$ cat src/rtl/core/ppu_ram.sv
// ----------------------------------------------------------------------------
// ppu_ram
// Simple dual-port synchronous RAM, one write and one registered read port.
// ----------------------------------------------------------------------------
module ppu_ram #(
  parameter int WIDTH = 8,
  parameter int DEPTH = 256,
  parameter int AW    = $clog2(DEPTH)
) (
  input  logic             clk,
  input  logic             we,
  input  logic [AW-1:0]    waddr,
  input  logic [WIDTH-1:0] wdata,
  input  logic             re,
  input  logic [AW-1:0]    raddr,
  output logic [WIDTH-1:0] rdata
);

  logic [WIDTH-1:0] mem [DEPTH];

  always_ff @(posedge clk) begin
    if (we) begin
      mem[waddr] <= wdata;
    end
  end

  always_ff @(posedge clk) begin
    if (re) begin
      rdata <= mem[raddr];
    end
  end

endmodule

$ cat config.mk
export PLATFORM = sky130hd
export DESIGN_NAME = ppu_ram
export DESIGN_NICKNAME = d
export VERILOG_FILES = /design/src/rtl/core/ppu_ram.sv
export SDC_FILE = /design/constraint.sdc
export NUM_CORES = 2
export LEC_CHECK = 0
export BUFFER_PORTS_ARGS = -buffer_cell sky130_fd_sc_hd__buf_2
export CAP_MARGIN = 25
export CORE_ASPECT_RATIO = 0.9
export CORE_MARGIN = 3
export CORE_UTILIZATION = 45
export CTS_BUF_LIST = sky130_fd_sc_hd__clkbuf_4 sky130_fd_sc_hd__clkbuf_8
export DETAILED_ROUTE_END_ITERATION = 8
export SLEW_MARGIN = 20
export SYNTH_ARGS = -nofsm -noshare
export SYNTH_HDL_FRONTEND = slang
export SYNTH_SLANG_ARGS = --single-unit
$ cat constraint.sdc
create_clock -name clk -period 3.4 [get_ports clk]
set_input_delay 0.51 -clock clk [delete_from_list [all_inputs] [get_ports clk]]
set_output_delay 0.51 -clock clk [all_outputs]
set_load 0.02 [all_outputs]
==> results.yml <==
die:
  start_util_pct: 45.6
  die_area_um2: 182000
  std_cell_rows: 145
  fp.dieH_um: 405
  fp.dieW_um: 449
  core_area_um2: 175000
  io_pins: 35
sta:
  fin_crit_ns: 3.12
  slew_viol_final: 0
  setup_violations: 0
  rsz0062_at_grt: "no"
  worstMarginPinSlew_ns: 1.10
  fmax_mhz: 321
  min_period_over_period_pct: 91.8
  setup_tns_ns: 0
  setup_slack_ns: 0.280
  relSlewSlack_pct: 26.3
  finClkSkew_ns: 0.0607
  hold_viol_final: 0
setup_path:
  endpoint_kind: "register"
  start_kind: "register"
  cp.required_ns: 4.16
  crit_start: "mem[87][4]"
  criticalPathCategory: "reg2reg"
  critPathMaxFanout: 1
  crit-reg2reg-launch: "mem[87][4]"
  worstPathArrival_ns: 3.87
detailed_routing:
  vias: 41100
  wl_per_cell_um: 29.2
  drc_errors: 0
  ant_nets: 0
  drt_iter0_drc: 4901
  wirelength_mm: 205
  viasPerCell: 5.86
  drt_pass1_iterations: 5
clocking:
  root_buffer: "clkbuf_8"
  clock_latency_ns: 1.06
  hold_buffers: 7
  cts_sinks: 2056
  cts_tree: "built"
  cts_setup_buffers: 0
  cts_buffers: 338
  htree_levels: 5
  cts_resized: 0
  clk_path_buf_depth: 4
  clkTransAtPathRegs_ns: 0.06
power:
  switching_share_pct: 21.9
  internal_power_uw: 39900
  seq_power_share_pct: 54.8
  vdd_drop_max_uv: 397
  power_uw: 51100
  power.leakage_uw: 0.0299
  p_switching_uw: 11200
  pwr-share-comb_pct: 5.5
  pwr-share-clk_pct: 39.7
  power_density_nw_per_um2: 551
finish:
  design_area_um2: 92700
  fill_cells: 13600
  multiInputGateArea_um2: 16500
  syn_to_final_growth_pct: 16.4
  drive_gt1_share_pct: 33.7
  seq_area_um2: 61700
  layout.cells.non_filler: 7015
  finalNetCount: 4466
synthesis:
  yosysSeqAreaShare_pct: 77.5
  synth_compound_area_share_pct: 3.42
  async_flop_share_pct: 0
  synth_area_per_cell_um2: 21.3
  synthXorXnorAreaFrac_pct: 0
  ys.flop_type: "edfxtp_1"
  synth_top_family_by_area: "multiplexers"
  syn-num-nets: 3760
  synth.area.top_cells: "edfxtp_1 (78%), mux4_2 (13%), mux2i_1 (1.7%)"
  ys.warnings.count: 0
  synth-simple-area-share_pct: 2.63
  synth_top_cell_area_share_pct: 77.5
  synthMuxAreaShare_pct: 14.6
  synthDistinctLibCells: 54
  synth_top_cell_by_area: "edfxtp_1"
  synthAdderAreaFrac_pct: 0
  synth.most_common_cell: "edfxtp_1"
  ys_ff_latch: 2056
  netlist_instances: 3733
  syn_area_um2: 79600
  synth_commonest_cells: "edfxtp_1 (2056), mux4_2 (454), nor2_1 (282)"
  synth_edf_count: 2056
flow_run:
  cap_violations: 0
run_status:
  status: "completed"
global_routing:
  grt_start_max_net_pins: 117
  grt_pass1_wl_mm: 297
  grtUsageTotal_pct: 22.6
  grt_pass1_vias: 41300
  antenna_found_initial: 15
  grt-ovfl-total: 0
place:
  placed_cell_area_um2: 86500
  dp.cells: 6441
  finalWeightedCongestion: 0.845
  place_hpwl_mm: 129
  detailedPlace.worstSlack_ns: -0.513
  port_buffers: 34
hold_path:
  hold_class: "in2reg"
  min_from: "wdata[3]"
## path summary, 6_finish.rpt
kind / cells past startpoint / endpoint / slack [ns]
worst max-delay path: 6 / rdata[4] / 0.28
worst min-delay path: 1 / mem[100][3] / 0.06
worst max register to register: 6 / rdata[4] / 0.28
worst min register to register: 7 / rdata[5] / 1.13
## sequential cells by signal (all words and copies together) (netlist names)
name	cells
rdata	8
mem	2048
## power by group through the flow
stage	Combinational [µW]	Sequential, µW	Clock, µW
after floorplan	1360	28500	0
after global placement	2770	28500	0
after detailed placement	2800	28500	0
after CTS	2820	28000	20700
after global routing	2950	28000	21900
final	2790	28000	20300
## layout make-up
cell class,count,area share (%)
antenna,6,0.0162
clock buffer,447,5.94
clock inverter,111,0.683
inverter,2,0.00810
multi-input combinational,1442,17.8
sequential,2056,66.6
tap,2352,3.17
timing repair buffer,599,5.74
## logic make-up after synthesis
family          count (synthesis)
mux                           591
buf+inv                       235
flops                        2056
compound gates                385
simple gates                  466
## critical path: stages, from the launching register on
cell	delay, ns
edfxtp_1	0.35
mux4_2	0.51
mux4_2	0.55
nor2b_1	0.18
nor4_1	0.93
buf_4	0.28
nor4_1	0.06
## cells in the final DEF, fill, tap and decap left out, types with 9 or more instances in the layout
cell type,netlist,final
a211oi_1,16,16
a21oi_1,96,96
a221oi_1,13,13
a22oi_1,133,133
buf_12,8,63
buf_2,31,22
buf_4,27,494
buf_8,13,10
clkbuf_4,0,105
clkbuf_8,0,344
clkinv_1,1,65
clkinv_2,0,31
clkinvlp_4,0,9
edfxtp_1,2056,2056
mux2i_1,134,134
mux4_2,454,454
nand2_1,33,33
nand3_1,34,28
nand4_1,10,10
nor2_1,282,279
nor2b_1,31,28
nor3_1,22,21
nor4_1,24,21
o211ai_1,10,10
o21ai_0,10,10
o221ai_1,46,46
o22ai_1,28,28
## through the flow
stage	utilization [%]	hold slack (ns)
floorplan	-	0.609
global placement	49.5	0.988
detailed placement	49.5	0.978
CTS	53.0	0.00413
global route	53.1	0.0429
finish	53.1	0.0603
## routing by layer
layer | routed length, µm | up-vias | GRT usage, %
li1 | - | 17100 | -
met1 | 85800 | 21700 | 33.0
met2 | 96600 | 1896 | 34.8
met3 | 17100 | 343 | 4.60
met4 | 5280 | 2 | 6.50
met5 | 7 | - | 0
(Power assumes the default switching activity.)
