**src/rtl/core/ppu_pkg.sv**
```systemverilog
// ----------------------------------------------------------------------------
// ppu_pkg
// Shared types and constants for the particle pool update block.
// ----------------------------------------------------------------------------
package ppu_pkg;

  localparam int POOL_SIZE = 256;
  localparam int IDX_W     = $clog2(POOL_SIZE);
  localparam int CNT_W     = $clog2(POOL_SIZE + 1);

  localparam int ACT_W  = 2;
  localparam int POS_W  = 24;
  localparam int VEL_W  = 16;
  localparam int LIFE_W = 8;
  localparam int RIDX_W = 8;
  localparam int SLOT_W = 8;
  localparam int LCNT_W = 9;

  typedef enum logic [ACT_W-1:0] {
    ACT_ADD  = 2'd0,
    ACT_TICK = 2'd1,
    ACT_READ = 2'd2,
    ACT_NOP  = 2'd3
  } action_t;

  typedef enum logic [1:0] {
    ST_IDLE,
    ST_TICK,
    ST_FINISH
  } state_t;

  typedef struct packed {
    logic signed [POS_W-1:0] x;
    logic signed [POS_W-1:0] y;
    logic signed [VEL_W-1:0] vx;
    logic signed [VEL_W-1:0] vy;
    logic [LIFE_W-1:0]       life;
  } entry_t;

  localparam int ENTRY_W = $bits(entry_t);

endpackage

```
**src/rtl/core/ppu_alu.sv**
```systemverilog
// ----------------------------------------------------------------------------
// ppu_alu
// One Euler step for a particle: age, gravity on vy, saturating position add.
// ----------------------------------------------------------------------------
module ppu_alu (
  input  ppu_pkg::entry_t                     cur,
  input  logic signed [ppu_pkg::VEL_W-1:0]    gravity,
  output ppu_pkg::entry_t                     nxt,
  output logic                                expire
);
  import ppu_pkg::*;

  localparam logic signed [VEL_W-1:0] VEL_MAX = {1'b0, {(VEL_W-1){1'b1}}};
  localparam logic signed [VEL_W-1:0] VEL_MIN = {1'b1, {(VEL_W-1){1'b0}}};
  localparam logic signed [POS_W-1:0] POS_MAX = {1'b0, {(POS_W-1){1'b1}}};
  localparam logic signed [POS_W-1:0] POS_MIN = {1'b1, {(POS_W-1){1'b0}}};

  logic signed [VEL_W:0]   vy_sum;
  logic signed [VEL_W-1:0] vy_new;
  logic signed [POS_W:0]   x_sum;
  logic signed [POS_W:0]   y_sum;

  always_comb begin
    vy_sum = (VEL_W+1)'(cur.vy) + (VEL_W+1)'(gravity);
    if (vy_sum[VEL_W] != vy_sum[VEL_W-1]) begin
      vy_new = vy_sum[VEL_W] ? VEL_MIN : VEL_MAX;
    end else begin
      vy_new = vy_sum[VEL_W-1:0];
    end

    x_sum = (POS_W+1)'(cur.x) + (POS_W+1)'(cur.vx);
    y_sum = (POS_W+1)'(cur.y) + (POS_W+1)'(vy_new);

    nxt.vx   = cur.vx;
    nxt.vy   = vy_new;
    nxt.life = cur.life - LIFE_W'(1);
    if (x_sum[POS_W] != x_sum[POS_W-1]) begin
      nxt.x = x_sum[POS_W] ? POS_MIN : POS_MAX;
    end else begin
      nxt.x = x_sum[POS_W-1:0];
    end
    if (y_sum[POS_W] != y_sum[POS_W-1]) begin
      nxt.y = y_sum[POS_W] ? POS_MIN : POS_MAX;
    end else begin
      nxt.y = y_sum[POS_W-1:0];
    end

    expire = (cur.life <= LIFE_W'(1));
  end

endmodule

```
**config.mk**
```make
export PLATFORM = sky130hd
export DESIGN_NAME = ppu_alu
export DESIGN_NICKNAME = d
export VERILOG_FILES = /design/src/rtl/core/ppu_pkg.sv /design/src/rtl/core/ppu_alu.sv
export SDC_FILE = /design/constraint.sdc
export NUM_CORES = 1
export LEC_CHECK = 0
export BUFFER_PORTS_ARGS = -buffer_cell sky130_fd_sc_hd__buf_2
export CAP_MARGIN = 40
export CORE_MARGIN = 10
export CORE_UTILIZATION = 45
export DETAILED_ROUTE_END_ITERATION = 10
export GPL_ROUTABILITY_DRIVEN = 1
export PLACE_DENSITY = 0.81
export SYNTH_ARGS = -nofsm -noshare
export SYNTH_HDL_FRONTEND = slang
export SYNTH_SLANG_ARGS = --single-unit
```
**constraint.sdc**
```tcl
create_clock -name vclk -period 6.35
set_input_delay 0.9525 -clock vclk [all_inputs]
set_output_delay 0.9525 -clock vclk [all_outputs]
set_load 0.01 [all_outputs]
```
==> metrics list, run 1 <==
- Outcome: finished with violations
- The final reports fail on negative setup slack.
- Peak fanout along the critical path: 6
- Number of buffers added to fix hold violations after cts: 0
* Grt ovf: 0
* Post-route core utilization: around 68%
- For this block, the initial DRC count from the detailed router was between 200 and 250.
- Setup repair after global routing could not meet its margin everywhere.
- Warnings from Yosys: 0
* Total chip power: 0.00148 W
- Area after detailed placement: about 5400 um2
- Kind of critical path: in2out
- Based on the critical path, the design can be clocked at up to 156 MHz.
* RD Place Congestion: around 0.9
- Number of placed instances with taps included: between 800 and 900
- In the routed layout, each cell is associated on average with a via count of roughly 5.7.
- Worst path arrival time: around 5.5 ns
* Transition time at the pin with the least slew margin: 0.435 ns
- Setup violations remaining at the end of the flow were counted as 23.
- Number of sequential storage elements: 0
- The detail route stage leaves a number of antenna-violating nets equal to 0.
* Seq. cell area: 0 um2
- Global routing used roughly a fifth of the available tracks.
* Detail-routed net length per standard cell: approximately 18 um
- Distinct cells, synth: 73
* Area added between synthesis and finish: 46.5%
* Diodes inserted: 0
- Max-Slew Margin vs Limit: 70.7%
- Number of non-filler instances in the completed layout: 874
- The routed layout has 5020 vias.
- After legalization and detailed placement, the total HPWL measured between 10000 and 15000 um.
- Die X-Extent: ~110 um
* Syn avg cell area: 7.47 um2
- Mapped Nets: about 710
- The routed design has around 15000 um of wire.
- Count of max-cap constraint violations: 0
- Vias in the first global route: a little over 5000
- Final hold vios: 0
- The floorplan step defined a die boundary enclosing roughly 13000 um2.
- In the final design database the tool counted about 930 nets.
* Starting Density: between 40% and 50%
- The post-route netlist has 45.6% of its cells at a drive strength greater than 1.
- After synthesis, flip-flops and latches occupy 0% of the total area.
- After technology mapping, the gate count stands at around 540.
* Number of ports placed on the die boundary: approximately 190
- Worst voltage drop across the vdd grid: 0.000126 V
- Once layout is done, the placed cells without fillers occupy 5920 um2.
* Input/output buffers: 193
- Period utilization: 101%
- Minimum period implied by the final worst setup slack: 6.42 ns
- In this run the worst hold path is classified as in2out.
* TritonRoute pass-1 iters: 4
- Y dimension of the die: 115 um
- The worst setup path is launched from an input port.
* Static power due to leakage: approximately 2.8 nW
* Drc violations: 0
- Netlist area before placement: roughly 4000 um2
- Dividing total power by cell area gives a power density of between 200 and 300 nW/um2.
- Antenna violations before repair: 0
* Required time reported for the critical path endpoint: ~5.4 ns
* Worst Setup Slack, final: -0.0732 ns
- Core outline area: just under 9000 um2
* Row count: 34
- Wire length of the first global-routing pass: approximately 24000 um
- Counting the clock-network buffers in the layout gives 0.
- The number of pins exceeding their max-slew limit in the final report came to 0.
* Largest net degree at the start of global routing: 25
- Nature of the critical path endpoint: output port
- OpenSTA, run right after detailed placement, puts the worst setup slack at -0.286 ns.
==> power breakdown <==
group          switching [W]  leakage (nW)  internal (W)  total [W]
combinational       0.000735          2.84      0.000745    0.00148
sequential                 0             0             0          0
clock                      0             0             0          0
total               0.000735          2.84      0.000745    0.00148
==> synthesized netlist by cell type (13+ instances only) <==
library cell,instances,area share (%)
sky130_fd_sc_hd__o21ai_0,20,2.5
sky130_fd_sc_hd__buf_4,16,3.0
sky130_fd_sc_hd__inv_1,32,3.0
sky130_fd_sc_hd__nand2_1,26,2.4
sky130_fd_sc_hd__a21oi_1,53,6.6
sky130_fd_sc_hd__xnor2_1,36,7.8
sky130_fd_sc_hd__nor2_1,34,3.2
sky130_fd_sc_hd__maj3_1,26,6.4
sky130_fd_sc_hd__ha_1,58,18
sky130_fd_sc_hd__maj3_2,22,6.1
sky130_fd_sc_hd__xor2_1,21,4.6
sky130_fd_sc_hd__nor3_1,13,1.6
sky130_fd_sc_hd__nand3_1,13,1.6
sky130_fd_sc_hd__a21o_1,21,3.9
==> critical path, cell delays in order <==
cell                       delay, ns
sky130_fd_sc_hd__buf_8          0.10
sky130_fd_sc_hd__ha_4           0.22
sky130_fd_sc_hd__a21o_1         0.19
sky130_fd_sc_hd__a21o_1         0.17
sky130_fd_sc_hd__a21o_1         0.17
sky130_fd_sc_hd__o41a_1         0.41
sky130_fd_sc_hd__a311o_1        0.39
sky130_fd_sc_hd__o311ai_4       0.15
sky130_fd_sc_hd__nand2_2        0.14
sky130_fd_sc_hd__buf_8          0.17
sky130_fd_sc_hd__buf_4          0.15
sky130_fd_sc_hd__a21oi_4        0.17
sky130_fd_sc_hd__ha_4           0.23
sky130_fd_sc_hd__o21a_1         0.13
sky130_fd_sc_hd__o2111a_1       0.24
sky130_fd_sc_hd__a21bo_2        0.22
sky130_fd_sc_hd__a211oi_2       0.25
sky130_fd_sc_hd__buf_4          0.15
sky130_fd_sc_hd__and4_4         0.23
sky130_fd_sc_hd__a311oi_2       0.05
sky130_fd_sc_hd__xnor2_1        0.15
sky130_fd_sc_hd__maj3_2         0.31
sky130_fd_sc_hd__buf_6          0.13
==> layout make-up <==
| class | instances | area (um2) |
|---|---|---|
| Fill cell | 686 | 2800 |
| Inverter | 33 | 124 |
| Multi-Input combinational cell | 472 | 3990 |
| Tap cell | 108 | 135 |
| Timing Repair Buffer | 261 | 1670 |
==> layer usage <==
metal | GRT usage [%] | wire [um] | vias up
li1 | - | - | 2452
met1 | 22.9 | 5950 | 2283
met2 | 40.3 | 7810 | 252
met3 | 5.31 | 1400 | 33
met4 | 3.38 | 303 | 0
met5 | 0 | 0 | -
==> path summary, 6_finish.rpt <==
kind / startpoint / endpoint / slack (ns) / cells after the start
setup / recovery: gravity[1] / nxt[62] / -0.07 / 23
hold / removal: cur[32] / nxt[32] / 2.11 / 2
==> metrics by stage <==
stage | hold slack (ns) | setup TNS (ns)
after CTS | 2.11 | -0.929
after floorplan | 1.96 | 0
final | 2.11 | -0.374
after global placement | 2.11 | -4.54
after global routing | 2.12 | -3.70
after detailed placement | 2.11 | -5.18
==> kinds of logic (layout without fill, tap and decap cells) <==
| logic type | Yosys count | count (layout) | synth area share [%] |
|---|---|---|---|
| adder cells (fa/ha/maj) | 109 | 109 | 32.0 |
| buffers and inverters | 69 | 294 | 8.77 |
| AND/OR/NAND/NOR | 133 | 133 | 16.7 |
| multiplexers | 2 | 2 | 0.619 |
| XOR/XNOR | 58 | 58 | 12.8 |
| AO/OA/AOI/OAI | 170 | 170 | 29.2 |
==> repair_timing <==
action	in CTS	in global routing
gates resized for setup	52	28
gates cloned	2	1
buffers inserted	5	8
setup endpoints to repair	23	24
pin swaps	27	24
==> layout by cell type (no fill, tap or decap), drive strengths merged, types with 3 or more instances in the layout <==
| cell | count |
|---|---|
| o21ai | 27 |
| a311oi | 3 |
| a21oi | 55 |
| nand3 | 13 |
| xnor2 | 37 |
| a211oi | 10 |
| a311o | 4 |
| nor2b | 3 |
| nand2 | 26 |
| buf | 261 |
| nor4 | 5 |
| fa | 3 |
| nand4 | 3 |
| ha | 58 |
| o211ai | 7 |
| a22oi | 3 |
| a31oi | 3 |
| and2 | 3 |
| o21bai | 4 |
| nand2b | 8 |
| nor2 | 34 |
| maj3 | 48 |
| a21o | 21 |
| inv | 33 |
| o21a | 8 |
| nor3b | 3 |
| and3 | 9 |
| or2 | 3 |
| xor2 | 21 |
| a211o | 3 |
| nor3 | 14 |
No activity file was read; power rests on OpenSTA's default activity.
==> inputs of run 2 (changes only) <==
- CELL_PAD_IN_SITES_DETAIL_PLACEMENT: unset -> 0
- CELL_PAD_IN_SITES_GLOBAL_PLACEMENT: unset -> 1
- CORE_UTILIZATION: 45 -> 31
- PLACE_DENSITY: 0.81 -> unset
- PLACE_DENSITY_LB_ADDON: unset -> 0.1
==> metrics list, run 2 (same netlist as run 1, synthesis figures left out) <==
* TritonRoute pass-1 iters: 4 (unchanged)
- The number of sequential storage elements was 0 (unchanged).
- Die outline area: 18000 um2 (was 13200 um2)
* Max-Slew Margin vs Limit: 67.5% (was 70.7%)
- Endpoints failing setup: 0 (was 23)
- The combinational group share of total power came to 100.0% (about the same).
* Net switching power of the design: 0.000718 W (was 0.000735 W)
* Worst path arrival time: 5.38 ns (was 5.47 ns)
- The final period demand of the worst path was 6.33 ns (was 6.42 ns).
- The fraction of the cycle the final worst path needs is 99.7% (was 101%).
* Clock power frac: 0% (about the same)
- Routed via count: 4759 (was 5020)
- Maximum frequency from static timing analysis: 158 MHz (was 156 MHz)
- The number of cells after detailed placement was 923 (was 858).
* Top library cells by usage in the layout, fill and taps aside: sky130_fd_sc_hd__buf_2 (171), sky130_fd_sc_hd__buf_4 (56), sky130_fd_sc_hd__ha_1 (51) (was sky130_fd_sc_hd__buf_2 (175), sky130_fd_sc_hd__buf_4 (57), sky130_fd_sc_hd__ha_1 (49))
- Nature of the critical path endpoint: output port (unchanged)
- Y dimension of the die: 134 um (was 115 um)
- The area added between synthesis and finish was 47.9% (was 46.5%).
* Type of element launching the critical path: input port (unchanged)
- Outcome: complete, no violations (was finished with violations)
- The total number of placement rows came to 41 (was 34).
- The die outline width was 134 um (was 115 um).
* Hold crit path type: in2out (unchanged)
- Fraction of layout cells with a size suffix above 1: 44.8% (was 45.6%)
* Estimated wirelength of the detail-placed design: 12900 um (was 12700 um)
* Switching portion of total power: 49.2% (was 49.7%)
* Seq. cell area: 0 um2 (unchanged)
* Total Routing Usage GR: 15.3% (was 21.0%)
* Fin. max-slew vios: 0 (unchanged)
* Core outline area: 12700 um2 (was 8720 um2)
* Input/output buffers: 193 (unchanged)
- The routed wire length per instance came to 16.2 um (was 17.7 um).
* Number of ports placed on the die boundary: 193 (unchanged)
- Cell Pwr Density: 244 nW/um2 (was 250 nW/um2)
- The number of antenna violations at the first check in global routing came to 0 (unchanged).
- The aggregate global routing overflow came to 0 (unchanged).
* Drt total wl: 15200 um (was 15500 um)
* Wire length of the first global-routing pass: 23800 um (was 24100 um)
* Kind of critical path: in2out (unchanged)
- Most frequent standard cell in the layout excluding fill and tap cells: sky130_fd_sc_hd__buf_2 (unchanged)
- The critical path required time was 5.40 ns (about the same).
- Final hold vios: 0 (unchanged)
* Worst voltage drop across the vdd grid: 0.0000814 V (was 0.000126 V)
- The max-cap check violation count was 0 (unchanged).
- Via-per-instance ratio: 5.10 (was 5.74)
- The count of inserted antenna diode cells is 0 (unchanged).
- Vias in the first global route: 4943 (was 5081)
- Total chip power: 0.00146 W (was 0.00148 W)
* Static power due to leakage: 2.83 nW (was 2.84 nW)
- Drc violations: 0 (unchanged)
- RSZ-0062 raised after global routing: yes (unchanged)
* Peak fanout along the critical path: 11 (was 6)
- The hold-fix buffer count after cts was 0 (unchanged).
* Number of non-filler instances in the completed layout: 934 (was 874)
- Antenna Nets Post-Route: 0 (unchanged)
- The placer congestion estimate came to 0.887 (was 0.915).
* Starting Density: 31.9% (was 46.3%)
- Number of design-rule violations left by the first detailed-router iteration: 221 (was 202)
- The post-route cell area is 5970 um2 (was 5920 um2).
* Largest net degree at the start of global routing: 25 (unchanged)
- The number of fillers in the final layout is 1294 (was 686).
- Final net count: 929 (was 933)
- Register share of total power: 0% (about the same)
- The final-layout clock buffer total came to 0 (unchanged).
* Area after detailed placement: 5450 um2 (was 5380 um2)
- Transition time at the pin with the least slew margin: 0.483 ns (was 0.435 ns)
- Total internal power: 0.000741 W (was 0.000745 W)
-- run 2: cell count changes in the layout (fill, tap and decap cells not counted), sizes merged --
cell / before / now
clkbuf: 0 / 2
buf: 261 / 255
-- run 2: metrics by stage --
step / worst slack [ns] / setup TNS (ns) / hold slack, ns / util (%)
after floorplan: 0.0184 / 0 / 1.96 / -
after global routing: -0.206 / -4.39 / 2.12 / 47.2
after global placement: -0.155 / -2.70 / 2.11 / 42.9
after CTS: 0.00132 / 0 / 2.12 / 45.0
after detailed placement: -0.205 / -3.46 / 2.11 / 43.0
final: 0.0195 / 0 / 2.11 / 47.2
-- run 2: routing by layer --
layer	global-route usage, %	routed length (um)	vias up
met4	0.907	68	0
met2	27.8	7420	140
li1	-	-	2442
met3	2.84	946	6
met5	0	0	-
met1	19.1	6740	2171
-- run 2: critical path, cell delays in order --
cell	delay, ns
sky130_fd_sc_hd__buf_8	0.10
sky130_fd_sc_hd__ha_4	0.22
sky130_fd_sc_hd__a21o_1	0.14
sky130_fd_sc_hd__a21o_1	0.18
sky130_fd_sc_hd__a21o_1	0.18
sky130_fd_sc_hd__o41a_1	0.38
sky130_fd_sc_hd__a311o_1	0.37
sky130_fd_sc_hd__o311ai_4	0.14
sky130_fd_sc_hd__nand2_2	0.13
sky130_fd_sc_hd__buf_8	0.17
sky130_fd_sc_hd__a21oi_4	0.13
sky130_fd_sc_hd__ha_2	0.30
sky130_fd_sc_hd__a211oi_2	0.26
sky130_fd_sc_hd__o211ai_1	0.20
sky130_fd_sc_hd__a21bo_4	0.28
sky130_fd_sc_hd__a211oi_4	0.22
sky130_fd_sc_hd__nor2_1	0.08
sky130_fd_sc_hd__a21oi_2	0.17
sky130_fd_sc_hd__a21oi_4	0.12
sky130_fd_sc_hd__clkbuf_16	0.20
sky130_fd_sc_hd__maj3_2	0.30
sky130_fd_sc_hd__buf_6	0.13
-- run 2: cell type report --
cell class | instances | area (um2) | area share, %
Tap cell | 172 | 215 | 3.60
Multi-Input combinational cell | 472 | 3970 | 66.4
Timing Repair Buffer | 257 | 1670 | 27.9
Inverter | 33 | 124 | 2.07
-- run 2: worst paths after layout --
path	from	endpoint	slack (ns)	cells past startpoint
min	cur[33]	nxt[33]	2.11	2
max	cur[9]	nxt[44]	0.02	22
-- run 2: power groups by stage --
stage          sequential, W  combinational, W  clock (W)
3_5_place_dp               0           0.00125          0
5_1_grt                    0           0.00158          0
6_report                   0           0.00146          0
3_3_place_gp               0           0.00125          0
2_1_floorplan              0          0.000781          0
4_1_cts                    0           0.00134          0
-- run 2: timing repair --
action	in CTS	in global routing
hold endpoints to repair	0	0
resized for setup	35	41
buffers inserted	8	0
endpoints found under the setup margin	23	24
pin swaps	8	3
gates cloned	1	2
==> inputs of run 3 (changes only) <==
- CORE_ASPECT_RATIO: unset -> 1.1
- REMOVE_ABC_BUFFERS: unset -> 1
==> metrics list, run 3 (same netlist as run 1, synthesis figures left out) <==
* Outcome: finished with violations (was complete, no violations)
- The checks that failed: negative setup slack.
* Total of clock buffers placed in the layout: 0 (unchanged)
- The leakage power summed over all cells is 3.02 nW (was 2.83 nW).
- Vias in the first global route: 4984 (was 4943)
* Maximum frequency from static timing analysis: 157 MHz (was 158 MHz)
- The fraction of the cycle the final worst path needs is 100% (was 99.7%).
* Worst path arrival time: 5.40 ns (was 5.38 ns)
* Diodes inserted: 0 (unchanged)
* Estimated wirelength of the detail-placed design: 12300 um (was 12900 um)
- The count of antenna-violating nets left after detailed routing came to 0 (unchanged).
- The cell area power density is 240 nW/um2 (was 244 nW/um2).
- Nature of the critical path endpoint: output port (unchanged)
- The port buffer count was 193 (unchanged).
* Hold crit path type: in2out (unchanged)
- Detail-routed net length per standard cell: 15.5 um (was 16.2 um)
- The starting DRC count in detailed routing is 133 (was 221).
* Setup TNS: -0.0141 ns (was 0 ns)
- The first-pass iteration count of the detailed router is 4 (unchanged).
* Worst voltage drop across the vdd grid: 0.0000735 V (was 0.0000814 V)
- Row count: 43 (was 41)
* Transition time at the pin with the least slew margin: 0.441 ns (was 0.483 ns)
- The number of pins exceeding their max-slew limit in the final report was 0 (unchanged).
- Total chip power: 0.00152 W (was 0.00146 W)
- The launching element type of the critical path is an input port (unchanged).
- Final net count: 966 (was 929)
- The per-cell via count in the routed design was 5.10 (about the same).
- The overall via count from detail_route came to 4879 (was 4759).
- Area added between synthesis and finish: 56.8% (was 47.9%)
- RSZ-0062 raised after global routing: yes (unchanged).
- RD Place Congestion: 0.855 (was 0.887)
- Area after detailed placement: 5630 um2 (was 5450 um2)
- Top library cells by usage in the layout, fill and taps aside: sky130_fd_sc_hd__buf_2 (169), sky130_fd_sc_hd__buf_4 (90), sky130_fd_sc_hd__ha_1 (46) (was sky130_fd_sc_hd__buf_2 (171), sky130_fd_sc_hd__buf_4 (56), sky130_fd_sc_hd__ha_1 (51))
- The number of antenna violations at the first check in global routing is 0 (unchanged).
- Most frequent standard cell in the layout excluding fill and tap cells: sky130_fd_sc_hd__buf_2 (unchanged)
- Worst hold margin: 2.11 ns (about the same)
- Kind of critical path: in2out (unchanged)
- The max-cap check violation count is 0 (unchanged).
- Fraction of layout cells with a size suffix above 1: 47.3% (was 44.8%)
* Die outline area: 18000 um2 (about the same)
- Core outline area: 12700 um2 (about the same)
* Final standard cell area without fillers: 6330 um2 (was 5970 um2)
- The critical path required time came to 5.40 ns (about the same).
* Starting Density: 31.8% (was 31.9%)
* Drc violations: 0 (unchanged)
* Endpoints failing setup: 5 (was 0)
- Y dimension of the die: 140 um (was 134 um)
* Final hold vios: 0 (unchanged)
- Total Routing Usage GR: 15.2% (was 15.3%)
- Seq. cell area: 0 um2 (unchanged)
- Largest net degree at the start of global routing: 24 (was 25)
* Drt total wl: 14800 um (was 15200 um)
- Minimum period implied by the final worst setup slack: 6.36 ns (was 6.33 ns)
- The highest net fanout along the worst path came to 6 (was 11).
* Number of sequential storage elements: 0 (unchanged)
* Grt ovf: 0 (unchanged)
* Max-Slew Margin vs Limit: 69.8% (was 67.5%)
- Number of ports placed on the die boundary: 193 (unchanged)
- The wire length of the first global-routing pass came to 23700 um (was 23800 um).
- Worst Setup Slack, final: -0.00648 ns (was 0.0195 ns)
- Die X-Extent: 129 um (was 134 um)
run 3: cell types whose count changed in the layout (fill, tap and decap cells not counted), moves of 2 or more:
cell,change
sky130_fd_sc_hd__buf_6,+5
sky130_fd_sc_hd__nor3b_1,+2
sky130_fd_sc_hd__ha_4,+6
sky130_fd_sc_hd__o21ai_1,+2
sky130_fd_sc_hd__a21oi_2,-3
sky130_fd_sc_hd__o21ai_2,-2
sky130_fd_sc_hd__ha_1,-5
sky130_fd_sc_hd__buf_4,+34
sky130_fd_sc_hd__buf_2,-2
sky130_fd_sc_hd__a21oi_4,+2
sky130_fd_sc_hd__nor3b_2,-2
run 3: worst paths after layout:
check | from | to | depth (start not counted)
worst min-delay path | cur[26] | nxt[26] | 2
worst max-delay path | gravity[1] | nxt[53] | 27
run 3: power breakdown:
| group | internal, W | switching, W | total (W) |
|---|---|---|---|
| registers | 0 | 0 | 0 |
| logic | 0.000810 | 0.000713 | 0.00152 |
| clock network | 0 | 0 | 0 |
| total | 0.000810 | 0.000713 | 0.00152 |
run 3: layer usage:
layer,GRT usage (%),up-vias,wire (um),part of all wire [%]
met5,0,-,0,0
met4,0.659,0,35,0.24
met3,2.36,2,775,5.2
met2,28.8,119,7520,51
met1,18.1,2245,6490,44
li1,-,2513,-,-
run 3: layout make-up:
type,count,area [um2]
fill,1304,6360
inverter,33,124
multi-input combinational,472,4040
tap,157,196
timing repair buffer,294,1970
run 3: critical path, cell delays in order:
cell and delay (ns):
sky130_fd_sc_hd__buf_8 0.10, sky130_fd_sc_hd__ha_4 0.22, sky130_fd_sc_hd__a21o_1 0.14, sky130_fd_sc_hd__a21o_1 0.18, sky130_fd_sc_hd__a21o_1 0.19, sky130_fd_sc_hd__o41a_1 0.40
sky130_fd_sc_hd__a31oi_4 0.21, sky130_fd_sc_hd__buf_4 0.14, sky130_fd_sc_hd__buf_4 0.09, sky130_fd_sc_hd__buf_4 0.09, sky130_fd_sc_hd__buf_4 0.09, sky130_fd_sc_hd__buf_4 0.12
sky130_fd_sc_hd__xor2_4 0.16, sky130_fd_sc_hd__a21oi_4 0.09, sky130_fd_sc_hd__ha_4 0.28, sky130_fd_sc_hd__and4_1 0.20, sky130_fd_sc_hd__buf_4 0.11, sky130_fd_sc_hd__o2111a_1 0.19
sky130_fd_sc_hd__a21bo_2 0.17, sky130_fd_sc_hd__buf_6 0.11, sky130_fd_sc_hd__a21oi_4 0.05, sky130_fd_sc_hd__nor3_4 0.24, sky130_fd_sc_hd__a21oi_2 0.07, sky130_fd_sc_hd__a21oi_4 0.30
sky130_fd_sc_hd__clkbuf_16 0.22, sky130_fd_sc_hd__maj3_2 0.18, sky130_fd_sc_hd__buf_6 0.10
run 3: through the flow:
stage | std cells | utilization [%] | worst slack (ns)
2_1_floorplan | 505 | - | -0.519
3_3_place_gp | 936 | 44.3 | -0.430
3_5_place_dp | 936 | 44.3 | -0.437
4_1_cts | 948 | 48.0 | -0.132
5_1_grt | 956 | 49.9 | -0.201
6_report | 956 | 49.9 | -0.00648
run 3: repair_timing:
item | in CTS | in global routing
hold buffers | 0 | 0
cloned | 2 | 2
pin swaps | 22 | 26
buffers inserted | 10 | 6
resized for setup | 63 | 28
endpoints found under the setup margin | 24 | 24
